===== src/hw/rtl/gps_pkg.sv =====
// ----------------------------------------------------------------------------
// Gamepad poll sequencer package
// Shared payload types, configuration bundle, codes and lane helper.
// ----------------------------------------------------------------------------
package gps_pkg;

  localparam int AXES       = 4;
  localparam int AXIS_LIMIT = (AXES < 4) ? AXES : 4;

  // Input commands.
  localparam logic [1:0] CMD_ALARM  = 2'd0;
  localparam logic [1:0] CMD_DONE   = 2'd1;
  localparam logic [1:0] CMD_UPDATE = 2'd2;

  // Result kinds.
  localparam logic [1:0] KIND_WRITE    = 2'd0;
  localparam logic [1:0] KIND_READ     = 2'd1;
  localparam logic [1:0] KIND_SCHEDULE = 2'd2;
  localparam logic [1:0] KIND_REPORT   = 2'd3;

  localparam logic [7:0] MOD_GPIO      = 8'd1;
  localparam logic [7:0] MOD_ADC       = 8'd9;
  localparam logic [7:0] FUNC_GPIO_RD  = 8'd4;
  localparam logic [7:0] FUNC_ADC_BASE = 8'd7;

  localparam logic [2:0] LEN_GPIO = 3'd4;
  localparam logic [2:0] LEN_ADC  = 3'd2;

  localparam logic [8:0] DELAY_GPIO_REQ = 9'd250;
  localparam logic [8:0] DELAY_SHORT    = 9'd100;
  localparam logic [8:0] DELAY_ADC_REQ  = 9'd500;

  localparam logic [4:0]  LANE_UNUSED = 5'd31;
  localparam logic [15:0] AXIS_MAX    = 16'hFFFF;
  localparam logic [15:0] SAMPLE_INIT = 16'h01FF;

  // Register indexes of the configuration port.
  localparam logic [2:0] REG_BUTTON_PINS   = 3'd0;
  localparam logic [2:0] REG_AXIS_CHANNELS = 3'd1;
  localparam logic [2:0] REG_FULL_SCALE    = 3'd2;
  localparam logic [2:0] REG_AXIS_INVERT   = 3'd3;
  localparam logic [2:0] REG_DEVICE_ADDR   = 3'd4;

  typedef struct packed {
    logic [1:0]  cmd;
    logic        write_acked;
    logic [31:0] read_data;
  } cmd_item_t;

  typedef struct packed {
    logic [1:0]  kind;
    logic        last;
    logic [6:0]  bus_address;
    logic [7:0]  bus_module;
    logic [7:0]  bus_function;
    logic [2:0]  read_length;
    logic [8:0]  next_delay_us;
    logic [3:0]  buttons;
    logic [15:0] axis_0;
    logic [15:0] axis_1;
    logic [15:0] axis_2;
    logic [15:0] axis_3;
  } res_item_t;

  typedef struct packed {
    logic [19:0] button_pins;
    logic [19:0] axis_channels;
    logic [15:0] axis_full_scale;
    logic [3:0]  axis_invert;
    logic [6:0]  device_address;
  } cfg_t;

  function automatic logic [4:0] lane(input logic [19:0] word, input logic [1:0] idx);
    logic [4:0] v;
    case (idx)
      2'd0:    v = word[4:0];
      2'd1:    v = word[9:5];
      2'd2:    v = word[14:10];
      default: v = word[19:15];
    endcase
    return v;
  endfunction

endpackage


===== src/hw/rtl/gamepad_poll_sequencer_core.sv =====
// ----------------------------------------------------------------------------
// Gamepad poll sequencer core
// Issues the poll cycle of a gamepad bridge and builds joystick reports.
//
// Commands arrive on the cmd channel (cmd_valid/cmd_stall/cmd_item) and bus
// actions, alarm schedules and reports leave on the res channel
// (res_valid/res_stall/res_item). A transaction moves on a rising edge with
// valid high and stall low. One command is handled at a time: cmd_stall is
// low only while the block is idle, but a finished result may still wait in
// the output register while the next command is taken.
// Alarms and completions give at most one result; the command is registered,
// then decoded in the execute state, which loads the result into the output
// register once it is free. An update request in the rest phase runs four
// bit-serial divisions on the shared serial divider (one per axis), then
// gives the report followed by the first command write.
// A stalled receiver holds the output register, and the block waits for it
// before it writes the next result. Synchronous reset empties the output,
// returns to idle, sets the phase to the GPIO read and restores samples.
// ----------------------------------------------------------------------------
module gamepad_poll_sequencer_core import gps_pkg::*; (
  input  logic        clk,
  input  logic        rst,
  input  logic        cmd_valid,
  output logic        cmd_stall,
  input  cmd_item_t   cmd_item,
  output logic        res_valid,
  input  logic        res_stall,
  output res_item_t   res_item,
  input  logic        psel,
  input  logic        penable,
  input  logic        pwrite,
  input  logic [4:0]  paddr,
  input  logic [31:0] pwdata,
  output logic [31:0] prdata,
  output logic        pready
);

  typedef enum logic [2:0] {
    PH_GPIO_REQ,
    PH_GPIO_READ,
    PH_ADC_REQ,
    PH_ADC_READ,
    PH_REST
  } phase_t;

  typedef enum logic [2:0] {
    S_IDLE,
    S_EXEC,
    S_LAUNCH,
    S_WAIT,
    S_REPORT,
    S_RESTART
  } state_t;

  cfg_t        cfg;
  state_t      state;
  phase_t      phase;
  logic [1:0]  axis_index;
  logic [31:0] pin_word;
  logic [15:0] samples [4];
  logic [15:0] axes [4];
  logic [1:0]  k;
  cmd_item_t   item;

  logic        slot_free;
  logic        res_load;
  logic        ex_has;
  logic        ex_report;
  res_item_t   ex_res;
  phase_t      phase_next;
  logic [1:0]  axis_index_next;
  logic        pin_we;
  logic        smp_we;
  logic [2:0]  nxt;
  logic        cycle_end;

  logic        div_start;
  logic        div_done;
  logic [15:0] div_q;
  logic [31:0] dividend;
  logic [15:0] divisor;
  logic [15:0] axis_val;
  logic [3:0]  buttons;
  res_item_t   rep_res;
  res_item_t   wr_res;

  gps_cfg u_cfg (
    .clk     (clk),
    .rst     (rst),
    .psel    (psel),
    .penable (penable),
    .pwrite  (pwrite),
    .paddr   (paddr),
    .pwdata  (pwdata),
    .prdata  (prdata),
    .pready  (pready),
    .cfg     (cfg)
  );

  assign divisor   = (cfg.axis_full_scale == 16'd0) ? 16'd1 : cfg.axis_full_scale;
  // sample * 65535 as (sample << 16) - sample.
  assign dividend  = {samples[k], 16'd0} - {16'd0, samples[k]};
  assign div_start = (state == S_LAUNCH);

  gps_div u_div (
    .clk      (clk),
    .rst      (rst),
    .start    (div_start),
    .dividend (dividend),
    .divisor  (divisor),
    .done     (div_done),
    .quotient (div_q)
  );

  assign axis_val  = cfg.axis_invert[k] ? ~div_q : div_q;
  assign cmd_stall = (state != S_IDLE);
  assign slot_free = !res_valid || !res_stall;
  assign res_load  = slot_free && (((state == S_EXEC) && !ex_report && ex_has) ||
                                   (state == S_REPORT) || (state == S_RESTART));

  assign nxt       = {1'b0, axis_index} + 3'd1;
  assign cycle_end = (nxt >= 3'(AXIS_LIMIT)) ||
                     (lane(cfg.axis_channels, nxt[1:0]) == LANE_UNUSED);

  always_comb begin
    for (int i = 0; i < 4; i++) begin
      buttons[i] = ~pin_word[lane(cfg.button_pins, 2'(i))];
    end
  end

  always_comb begin
    rep_res         = '0;
    rep_res.kind    = KIND_REPORT;
    rep_res.buttons = buttons;
    rep_res.axis_0  = axes[0];
    rep_res.axis_1  = axes[1];
    rep_res.axis_2  = axes[2];
    rep_res.axis_3  = axes[3];

    wr_res              = '0;
    wr_res.kind         = KIND_WRITE;
    wr_res.last         = 1'b1;
    wr_res.bus_address  = cfg.device_address;
    wr_res.bus_module   = MOD_GPIO;
    wr_res.bus_function = FUNC_GPIO_RD;
  end

  // Decode of the held command: its result, if any, and the state it leaves.
  always_comb begin
    ex_has          = 1'b0;
    ex_report       = 1'b0;
    ex_res          = '0;
    ex_res.last     = 1'b1;
    phase_next      = phase;
    axis_index_next = axis_index;
    pin_we          = 1'b0;
    smp_we          = 1'b0;
    case (item.cmd)
      CMD_ALARM: begin
        ex_res.bus_address = cfg.device_address;
        case (phase)
          PH_GPIO_REQ: begin
            ex_has              = 1'b1;
            ex_res.kind         = KIND_WRITE;
            ex_res.bus_module   = MOD_GPIO;
            ex_res.bus_function = FUNC_GPIO_RD;
          end
          PH_ADC_REQ: begin
            ex_has              = 1'b1;
            ex_res.kind         = KIND_WRITE;
            ex_res.bus_module   = MOD_ADC;
            ex_res.bus_function = FUNC_ADC_BASE +
                                  {3'd0, lane(cfg.axis_channels, axis_index)};
          end
          PH_GPIO_READ: begin
            ex_has             = 1'b1;
            ex_res.kind        = KIND_READ;
            ex_res.read_length = LEN_GPIO;
          end
          PH_ADC_READ: begin
            ex_has             = 1'b1;
            ex_res.kind        = KIND_READ;
            ex_res.read_length = LEN_ADC;
          end
          default: ;
        endcase
      end
      CMD_DONE: begin
        ex_res.kind = KIND_SCHEDULE;
        case (phase)
          PH_GPIO_REQ: begin
            ex_has               = 1'b1;
            ex_res.next_delay_us = DELAY_GPIO_REQ;
            if (item.write_acked) phase_next = PH_GPIO_READ;
          end
          PH_GPIO_READ: begin
            ex_has               = 1'b1;
            ex_res.next_delay_us = DELAY_SHORT;
            pin_we               = 1'b1;
            phase_next           = PH_ADC_REQ;
          end
          PH_ADC_REQ: begin
            ex_has               = 1'b1;
            ex_res.next_delay_us = DELAY_ADC_REQ;
            if (item.write_acked) phase_next = PH_ADC_READ;
          end
          PH_ADC_READ: begin
            smp_we = 1'b1;
            if (cycle_end) begin
              axis_index_next = 2'd0;
              phase_next      = PH_REST;
            end else begin
              ex_has               = 1'b1;
              ex_res.next_delay_us = DELAY_SHORT;
              axis_index_next      = nxt[1:0];
              phase_next           = PH_ADC_REQ;
            end
          end
          default: ;
        endcase
      end
      CMD_UPDATE: begin
        ex_report = (phase == PH_REST);
      end
      default: ;
    endcase
  end

  always_ff @(posedge clk) begin
    if (rst) begin
      state      <= S_IDLE;
      res_valid  <= 1'b0;
      phase      <= PH_GPIO_READ;
      axis_index <= 2'd0;
      pin_word   <= 32'hFFFF_FFFF;
      k          <= 2'd0;
      for (int i = 0; i < 4; i++) begin
        samples[i] <= SAMPLE_INIT;
      end
    end else begin
      res_valid <= res_load || (res_valid && res_stall);
      case (state)
        S_IDLE: begin
          if (cmd_valid) begin
            item  <= cmd_item;
            state <= S_EXEC;
          end
        end
        S_EXEC: begin
          if (ex_report) begin
            k     <= 2'd0;
            state <= S_LAUNCH;
          end else if (!ex_has || slot_free) begin
            phase      <= phase_next;
            axis_index <= axis_index_next;
            if (pin_we) pin_word <= item.read_data;
            if (smp_we) samples[axis_index] <= item.read_data[15:0];
            if (ex_has) begin
              res_item <= ex_res;
            end
            state <= S_IDLE;
          end
        end
        S_LAUNCH: begin
          state <= S_WAIT;
        end
        S_WAIT: begin
          if (div_done) begin
            axes[k] <= axis_val;
            if (k == 2'd3) begin
              state <= S_REPORT;
            end else begin
              k     <= k + 2'd1;
              state <= S_LAUNCH;
            end
          end
        end
        S_REPORT: begin
          if (slot_free) begin
            res_item <= rep_res;
            phase    <= PH_GPIO_REQ;
            state    <= S_RESTART;
          end
        end
        S_RESTART: begin
          if (slot_free) begin
            res_item <= wr_res;
            state    <= S_IDLE;
          end
        end
        default: state <= S_IDLE;
      endcase
    end
  end

endmodule


===== src/hw/rtl/gps_cfg.sv =====
// ----------------------------------------------------------------------------
// Gamepad poll sequencer configuration registers
// APB-style register file holding pins, channels, scale, invert and address.
// ----------------------------------------------------------------------------
module gps_cfg import gps_pkg::*; (
  input  logic        clk,
  input  logic        rst,
  input  logic        psel,
  input  logic        penable,
  input  logic        pwrite,
  input  logic [4:0]  paddr,
  input  logic [31:0] pwdata,
  output logic [31:0] prdata,
  output logic        pready,
  output cfg_t        cfg
);

  logic       wr_en;
  logic [2:0] reg_idx;

  assign pready  = 1'b1;
  assign wr_en   = psel && penable && pwrite;
  assign reg_idx = paddr[4:2];

  always_ff @(posedge clk) begin
    if (rst) begin
      cfg.button_pins     <= 20'h00000;
      cfg.axis_channels   <= 20'hFFFFF;
      cfg.axis_full_scale <= 16'd1;
      cfg.axis_invert     <= 4'd0;
      cfg.device_address  <= 7'h50;
    end else if (wr_en) begin
      case (reg_idx)
        REG_BUTTON_PINS:   cfg.button_pins     <= pwdata[19:0];
        REG_AXIS_CHANNELS: cfg.axis_channels   <= pwdata[19:0];
        REG_FULL_SCALE:    cfg.axis_full_scale <= pwdata[15:0];
        REG_AXIS_INVERT:   cfg.axis_invert     <= pwdata[3:0];
        REG_DEVICE_ADDR:   cfg.device_address  <= pwdata[6:0];
        default: ;
      endcase
    end
  end

  always_comb begin
    case (reg_idx)
      REG_BUTTON_PINS:   prdata = {12'd0, cfg.button_pins};
      REG_AXIS_CHANNELS: prdata = {12'd0, cfg.axis_channels};
      REG_FULL_SCALE:    prdata = {16'd0, cfg.axis_full_scale};
      REG_AXIS_INVERT:   prdata = {28'd0, cfg.axis_invert};
      REG_DEVICE_ADDR:   prdata = {25'd0, cfg.device_address};
      default:           prdata = 32'd0;
    endcase
  end

endmodule


===== src/hw/rtl/gps_div.sv =====
// ----------------------------------------------------------------------------
// Gamepad poll sequencer axis divider
// Bit-serial restoring divider, 32-bit dividend by 16-bit divisor, with the
// quotient saturated to 16 bits. One dividend bit enters per cycle.
// ----------------------------------------------------------------------------
module gps_div import gps_pkg::*; (
  input  logic        clk,
  input  logic        rst,
  input  logic        start,
  input  logic [31:0] dividend,
  input  logic [15:0] divisor,
  output logic        done,
  output logic [15:0] quotient
);

  logic [31:0] dvd;
  logic [15:0] rem;
  logic [15:0] quo;
  logic        ovf;
  logic [4:0]  cnt;
  logic        busy;

  logic [16:0] rem_sh;
  logic [16:0] rem_sub;
  logic        fits;

  assign rem_sh  = {rem, dvd[31]};
  assign rem_sub = rem_sh - {1'b0, divisor};
  assign fits    = rem_sh >= {1'b0, divisor};

  assign quotient = ovf ? AXIS_MAX : quo;

  always_ff @(posedge clk) begin
    if (rst) begin
      busy <= 1'b0;
      done <= 1'b0;
      cnt  <= 5'd0;
    end else begin
      done <= 1'b0;
      if (start) begin
        busy <= 1'b1;
        cnt  <= 5'd0;
      end else if (busy) begin
        cnt <= cnt + 5'd1;
        if (cnt == 5'd31) begin
          busy <= 1'b0;
          done <= 1'b1;
        end
      end
    end
  end

  // Any quotient bit pushed past bit 15 means the result saturates.
  always_ff @(posedge clk) begin
    if (start) begin
      dvd <= dividend;
      rem <= 16'd0;
      quo <= 16'd0;
      ovf <= 1'b0;
    end else if (busy) begin
      dvd <= {dvd[30:0], 1'b0};
      rem <= fits ? rem_sub[15:0] : rem_sh[15:0];
      quo <= {quo[14:0], fits};
      ovf <= ovf | quo[15];
    end
  end

endmodule


===== config.mk =====
export PLATFORM = sky130hd
export DESIGN_NAME = gamepad_poll_sequencer_core
export DESIGN_NICKNAME = d
export VERILOG_FILES = /design/src/hw/rtl/gps_pkg.sv /design/src/hw/rtl/gamepad_poll_sequencer_core.sv /design/src/hw/rtl/gps_cfg.sv /design/src/hw/rtl/gps_div.sv
export SDC_FILE = /design/constraint.sdc
export NUM_CORES = 1
export LEC_CHECK = 0
export BUFFER_PORTS_ARGS = -buffer_cell sky130_fd_sc_hd__buf_2
export CORE_MARGIN = 5
export CORE_UTILIZATION = 40
export DETAILED_ROUTE_END_ITERATION = 6
export PLACE_DENSITY_LB_ADDON = 0.3
export REMOVE_ABC_BUFFERS = 1
export SETUP_SLACK_MARGIN = 0.15
export SYNTH_ARGS = -nofsm -noshare
export SYNTH_HDL_FRONTEND = slang
export SYNTH_SLANG_ARGS = --single-unit

===== constraint.sdc =====
create_clock -name clk -period 9.5 [get_ports clk]
set_clock_uncertainty 0.2 [all_clocks]
set_input_delay 0 -clock clk [delete_from_list [all_inputs] [get_ports clk]]
set_output_delay 0 -clock clk [all_outputs]
set_load 0.02 [all_outputs]

Word-level counts from Yosys, hierarchy flattened
Memory sizes are Yosys's and may differ from the RTL's. A register that Yosys moved wholly into a read port is not among the register bits.
Index checks and enable logic that the tools add are counted.
{"block": "word_totals", "ff_bits": 323, "latchBits": 0, "ramBits": 128, "rom_bits": 0, "out_inout_bits": 141, "mem_count": 2}
{"memory": "axes", "depth": 4, "width": 16, "read_ports": 4, "rd_ports_with_merged_regs": 0, "wr": 1, "line_no": "gamepad_poll_sequencer_core.sv:61", "text": "logic [15:0] axes [4];"}
{"memory": "samples", "depth": 4, "width": 16, "read_ports": 1, "rd_ports_with_merged_regs": 1, "wr": 4, "line_no": "gamepad_poll_sequencer_core.sv:60", "text": "logic [15:0] samples [4];"}
{"block": "classes", "add_sub_neg": 6, "multipliers": 0, "div_mod_pow": 0, "order_cmp": 7, "eq_ne": 36, "n_shift": 0, "n_mux": 86, "bitwise": 9, "reduce_logical": 46}
{"cell": "106-bit two-way mux", "n": 5}
{"cell": "106-bit one-hot mux with 3 select lines", "n": 1}
{"cell": "20-bit one-hot mux with 5 select lines", "n": 1}
{"cell": "16-bit two-way mux", "n": 5}
{"cell": "32-bit two-way mux", "n": 2}
{"cell": "3-bit two-way mux", "n": 13}
{"cell": "9-bit one-hot mux with 4 select lines", "n": 1}
{"cell": "32-bit by 16-bit subtractor with 32-bit output", "n": 1}
{"cell": "1-bit two-way mux", "n": 30}
{"cell": "5-bit one-hot mux with 3 select lines", "n": 2}
{"cell": "26-bit two-way mux", "n": 1}
{"cell": "5-bit by 6-bit < comparator with 1-bit output, second input constant", "n": 4}
{"cell": "12-bit one-hot mux with 2 select lines", "n": 1}
{"cell": "1-bit binary-select mux with 5-bit select", "n": 4}
{"cell": "3-bit by 2-bit equality test with 1-bit output, second input constant", "n": 6}
{"cell": "3-bit one-hot mux with 6 select lines", "n": 1}
{"cell": "17-bit by 16-bit greater-or-equal comparator with 1-bit output", "n": 1}
{"cell": "16-bit logical NOT", "n": 1}
{"cell": "16-bit NOT", "n": 1}
{"cell": "16-bit OR reduction", "n": 1}
{"cell": "16-bit subtractor", "n": 1}
{"cell": "2-bit two-way mux", "n": 7}
{"cell": "2-bit != test, second input constant", "n": 7}
{"cell": "3-bit equality test, second input constant", "n": 4}
{"cell": "40 further kinds", "n": 89}

Depth between registers and ports, before layout
{"block": "logic_depth", "depth_word": 17, "mapped_depth": 12, "ltp_nobuf": 11}

Hierarchy
From an unflattened synthesis, not the netlist that was laid out.
{"block": "unflattened", "cells_unflattened": 1775, "hier_area_um2": 20851.2}
{"mod": "gamepad_poll_sequencer_core", "instances": 1, "cells_per_inst": 991, "area_each_um2": 13445.4}
{"mod": "gps_div", "instances": 1, "cells_per_inst": 399, "area_each_um2": 3982.6}
{"mod": "gps_cfg", "instances": 1, "cells_per_inst": 385, "area_each_um2": 3423.3}

Worst setup path after synthesis
Ideal clock, no wire load.
{"block": "synth_path", "path_type": "register to register", "startpoint": "register axis_index[1]", "endpoint": "register res_item[0] in the netlist's numbering, enable pin", "arrival_time_ns": 8.958, "t_required_ns": 8.618, "slack_ns": -0.340, "path_stages_with_launch": 11, "n_path_buf": 1, "path_cell_list": "dfxtp_1 -> inv_1 -> ha_1 -> buf_6 -> a222oi_1 -> or4_4 -> o41ai_4 -> and3_2 -> nand2_1 -> a41oi_1 -> a211oi_1"}
{"block": "synth_via", "elab_chain_len": 12, "elab_cells_between_ends": 16, "classes_between": "add/sub: 1; order compare: 1; eq/ne: 5; mux: 4; reduce/logical: 5"}
{"item": "from (decl)", "line_no": "gamepad_poll_sequencer_core.sv:58", "text": "logic [1:0] axis_index;"}
{"item": "from (signal assigned)", "line_no": "gamepad_poll_sequencer_core.sv:255", "text": "axis_index <= axis_index_next;"}
{"item": "2-bit by 1-bit adder with 3-bit output (*)", "line_no": "gamepad_poll_sequencer_core.sv:121", "text": "assign nxt = {1'b0, axis_index} + 3'd1;"}
{"item": "2-bit equality test, or another cell as far along", "line_no": "gps_pkg.sv:75", "text": "case (idx)"}
{"item": "5-bit one-hot mux with 3 select lines", "line_no": "gps_pkg.sv:75"}
{"item": "5-bit equality test", "line_no": "gamepad_poll_sequencer_core.sv:123", "text": "(lane(cfg.axis_channels, nxt[1:0]) == LANE_UNUSED);"}
{"item": "1-bit logical OR (*)", "line_no": "gamepad_poll_sequencer_core.sv:122", "text": "assign cycle_end = (nxt >= 3'(AXIS_LIMIT)) ||"}
{"item": "1-bit two-way mux (*)", "line_no": "gamepad_poll_sequencer_core.sv:209", "text": "if (cycle_end) begin"}
{"item": "1-bit one-hot mux with 2 select lines (*)", "line_no": "gamepad_poll_sequencer_core.sv:190", "text": "case (phase)"}
{"item": "1-bit one-hot mux with 2 select lines (*)", "line_no": "gamepad_poll_sequencer_core.sv:158", "text": "case (item.cmd)"}
{"item": "1-bit logical NOT", "line_no": "gamepad_poll_sequencer_core.sv:253", "text": "end else if (!ex_has || slot_free) begin"}
{"item": "1-bit logical OR", "line_no": "gamepad_poll_sequencer_core.sv:253"}
{"item": "2-bit by 1-bit != test with 1-bit output (no source line)"}
{"item": "7-bit AND reduction (no source line) (*)"}
{"item": "to (signal assigned)", "line_no": "gamepad_poll_sequencer_core.sv:259", "text": "res_item <= ex_res;"}
{"item": "to (signal assigned)", "line_no": "gamepad_poll_sequencer_core.sv:280", "text": "res_item <= rep_res;"}
{"item": "to (signal assigned)", "line_no": "gamepad_poll_sequencer_core.sv:287", "text": "res_item <= wr_res;"}
{"item": "to (decl)", "line_no": "gamepad_poll_sequencer_core.sv:28", "text": "output res_item_t res_item,"}
Every way passes the cells marked *; elsewhere a longest branch is shown, timed or not.
A chain may end at the register's enable or synchronous reset.

Worst setup path in the final report
{"block": "layout_path", "startpoint": "register axis_index[1]", "endpoint": "register res_item[103] in the netlist's numbering, enable pin"}
The elaborated chain is that of the path after synthesis.

==> summary.md <==
| Metric | Value |
|---|---|
| Status | completed |
| Syn Inst Count | 1708 |
| Reg power frac | 46.8% |
| Post-Syn Area | 0.02005 mm^2 |
| Buf/Inv on CP | 2 |
| P_int | 3.410 mW |
| Remaining Overflow, GRT | 0 |
| Routed vias/inst | 5.207 |
| Leading area contributor after synthesis | edfxtp_1 |
| Starting density of the core | 40.21% |
| Seq cells post-synth | 440 |
| Final Net Count | 2065 |
| Routed wire per std cell | 18.37 um |
| Largest net degree at the start of global routing | 82 |
| Ant diodes | 0 |
| RSZ-0062 raised after global routing | false |
| Combinational Power Share | 15.2% |
| Syn Area/Cell | 11.74 um^2 |
| Critical Path End Type | flip-flop |
| Synthesis-to-finish area growth | 19.74% |
| Max Fclk | 202.7 MHz |
| Synth top cells by count | edfxtp_1, nand2_1, dfxtp_1, nor2_1, clkbuf_1 |
| Reg2Reg Launch Point | axis_index[1]$_SDFFE_PP0P_ |
| Clk sinks | 440 |
| Final std cells w/o fill | 2665 |
| NetSw | 1.200 mW |
| Fraction of layout cells with a size suffix above 1 | 18.31% |
| CTS Root Cell | clkbuf_16 |
| Final setup vio count | 0 |
| Max-cap violations | 0 |
| Gr usage total | 17.48% |
| Post-CTS Resized | 0 |
| Yosys cell types | 83 |
| Post-synthesis sequential area ratio | 58.31% |
| Worst skew pair latency | 0.58 ns |
| Placer's final routability congestion estimate | 0.8386 |
| DIE AREA | 0.05470 mm^2 |
| H-tree Lvls | 2 |
| P_leak | 8.827 nW |
| Drt total wl | 48.95 mm |
| CP Class | flip-flop to flip-flop |
| Worst setup startpoint | axis_index[1]$_SDFFE_PP0P_ |
| PwrDens | 192.0 mW/mm^2 |
| Via count | 13880 |
| Clk pwr share | 38.0% |
| # port buffers | 182 |
| Slew Viols, Final | 0 |
| Global-route wire length before repair | 75.65 mm |
| Largest cells by area after synthesis | edfxtp_1, dfxtp_1, mux4_2, nand2_1, mux2i_1 |
| Inst Count DP | 2472 |
| Num ports | 220 |
| Initial drt markers | 1189 |
| Post-DRT Antenna Nets | 0 |
| Core ar. | 0.04986 mm^2 |
| Critical hold path startpoint | pwdata[9] |
| Rel. slew slack | 28.32% |
| Asr flop ratio synth | 0% |
| Total CTS buffers | 47 |
| Least-Margin Pin Slew | 1.075 ns |
| Switch share | 26.04% |
| Crit path max-delay family | compound AO/OA/AOI/OAI gates |
| # DRC | 0 |
| First-pass DRT Iterations | 6 |
| Critical path cell sequence | inv_1, ha_1, a222oi_1, or4_4, o41ai_4, and3_2, nand2_1, a41oi_1, a211oi_4, buf_4 |
| Reg clk slew, reported paths | 0.06 ns |
| Post-DP HPWL | 33.04 mm |
| Fin. Hold Viols | 0 |
| CTS tree | done |
| Startpoint types | flip-flop |
| Count leader, synth | edfxtp_1 |
| Die height | 233.9 um |
| # rows | 82 |
| Critical Path RT | 9.48 ns |
| Vias in the first global route | 13310 |
| CP arrival | 4.92 ns |
| Post-place instance area | 0.02147 mm^2 |
| Slowest cell on crit path | buf_4 |
| Postcts setup bufs | 0 |
| Largest stage delay, worst path | 0.88 ns |
| Post-synth EDFFs | 288 |
| Clock Path Buffers | 3 |
| Warning count from the yosys run | 0 |
| Design Area, Final | 0.02401 mm^2 |
| Critical Path Fanout Max | 81 |
| Final Critical Period | 4.934 ns |
| Worst vdd ir | 0.0001427 V |
| Yosys top cell area share | 43.14% |
| Final period util | 51.94% |
| Initial antenna violation count | 0 |
| Top FF cell, synth | edfxtp_1 |
| Hold Path Class | input port to flip-flop |
| Die width | 233.9 um |
cells by family (layout without fill, tap and decap cells):
group           Yosys count  after routing  share of synthesized area (%)
buf+inv                 173            437                          3.981
mux                     142            142                          10.67
other cells               2             23                        0.03746
fa+ha+maj                31             31                          1.972
simple gates            666            666                          16.44
flops                   440            440                          58.31
xor+xnor                 36             36                          1.573
compound gates          218            218                          7.015
final timing paths:
check / depth (start not counted) / slack, ns / endpoint
max reg2reg: 10 / 4.57 / res_item[103]$_DFFE_PP_
min: 4 / 0.03 / u_cfg.cfg[36]$_SDFFE_PP1P_
min reg2reg: 2 / 0.25 / pin_word[19]$_SDFFE_PP1P_
max: 10 / 4.57 / res_item[103]$_DFFE_PP_
area by class of cell:
cell class / count / area (um^2)
multi-input cells: 1116 / 7716
clock buffers: 65 / 1284
clock inverters: 22 / 193.9
well taps: 672 / 840.8
repair buffers: 308 / 2122
inverters: 42 / 157.7
flip-flops and latches: 440 / 11690
fillers: 4523 / 25860
worst register-to-register path: stages, from the launching register on:
cell      delay [ns]
dfxtp_1         0.70
inv_1           0.22
ha_1            0.36
a222oi_1        0.40
or4_4           0.21
o41ai_4         0.14
and3_2          0.30
nand2_1         0.09
a41oi_1         0.18
a211oi_4        0.73
buf_4           0.89
what timing repair did:
action	4_1_cts	5_1_grt
setup endpoints to repair	0	0
hold endpoints to repair	161	0
hold buffers	106	0
flip-flops by register name, indices dropped and copies added (netlist names), named ones only:
| register | flops |
|---|---|
| u_div.quo | 16 |
| samples | 64 |
| state | 3 |
| axis_index | 2 |
| u_div.done | 1 |
| u_div.ovf | 1 |
| phase | 3 |
| u_div.busy | 1 |
| res_valid | 1 |
| item | 35 |
| u_div.rem | 16 |
| k | 2 |
| axes | 64 |
| res_item | 93 |
| u_cfg.cfg | 67 |
| pin_word | 32 |
| u_div.cnt | 5 |
| u_div.dvd | 32 |
through the flow:
step	hold WS, ns	setup slack, ns	total power [mW]	util [%]	setup TNS [ns]
6_report	0.03079	4.566	4.610	48.15	0
5_1_grt	0.04425	4.234	4.820	48.15	0
4_1_cts	0.0009525	4.536	4.651	48.15	0
3_5_place_dp	-0.02190	4.576	2.858	43.05	0
3_3_place_gp	-0.02376	4.709	2.840	43.05	0
2_1_floorplan	-0.1309	-0.3197	2.673	-	-29.73
placed cells by master (no fill, tap or decap), types with 21 or more instances in the layout:
cell / n
edfxtp_1: 288
and2_1: 37
dlygate4sd3_1: 106
mux4_2: 57
dfxtp_1: 151
nand2_1: 234
nand2b_1: 30
clkbuf_16: 47
a21oi_1: 83
mux2i_1: 82
nand3_1: 53
o21ai_0: 41
nor2_1: 127
conb_1: 23
xnor2_1: 29
inv_1: 40
ha_1: 30
buf_2: 182
and3_1: 71
nor3_1: 21
power groups by stage:
stage	Combinational [mW]	Clock [mW]	Sequential, mW
finish	0.702	1.75	2.16
global route	0.778	1.88	2.17
CTS	0.698	1.79	2.16
detailed placement	0.660	0	2.20
global placement	0.644	0	2.20
floorplan	0.479	0	2.19
routing by layer:
metal | track usage (%) | up-vias | routed length [um]
met1 | 24.79 | 6704 | 21620
met4 | 5.267 | 0 | 1362
met5 | 0 | - | 0
li1 | - | 6641 | -
met3 | 2.906 | 80 | 3238
met2 | 27.81 | 451 | 22720
(Power assumes the default switching activity.)
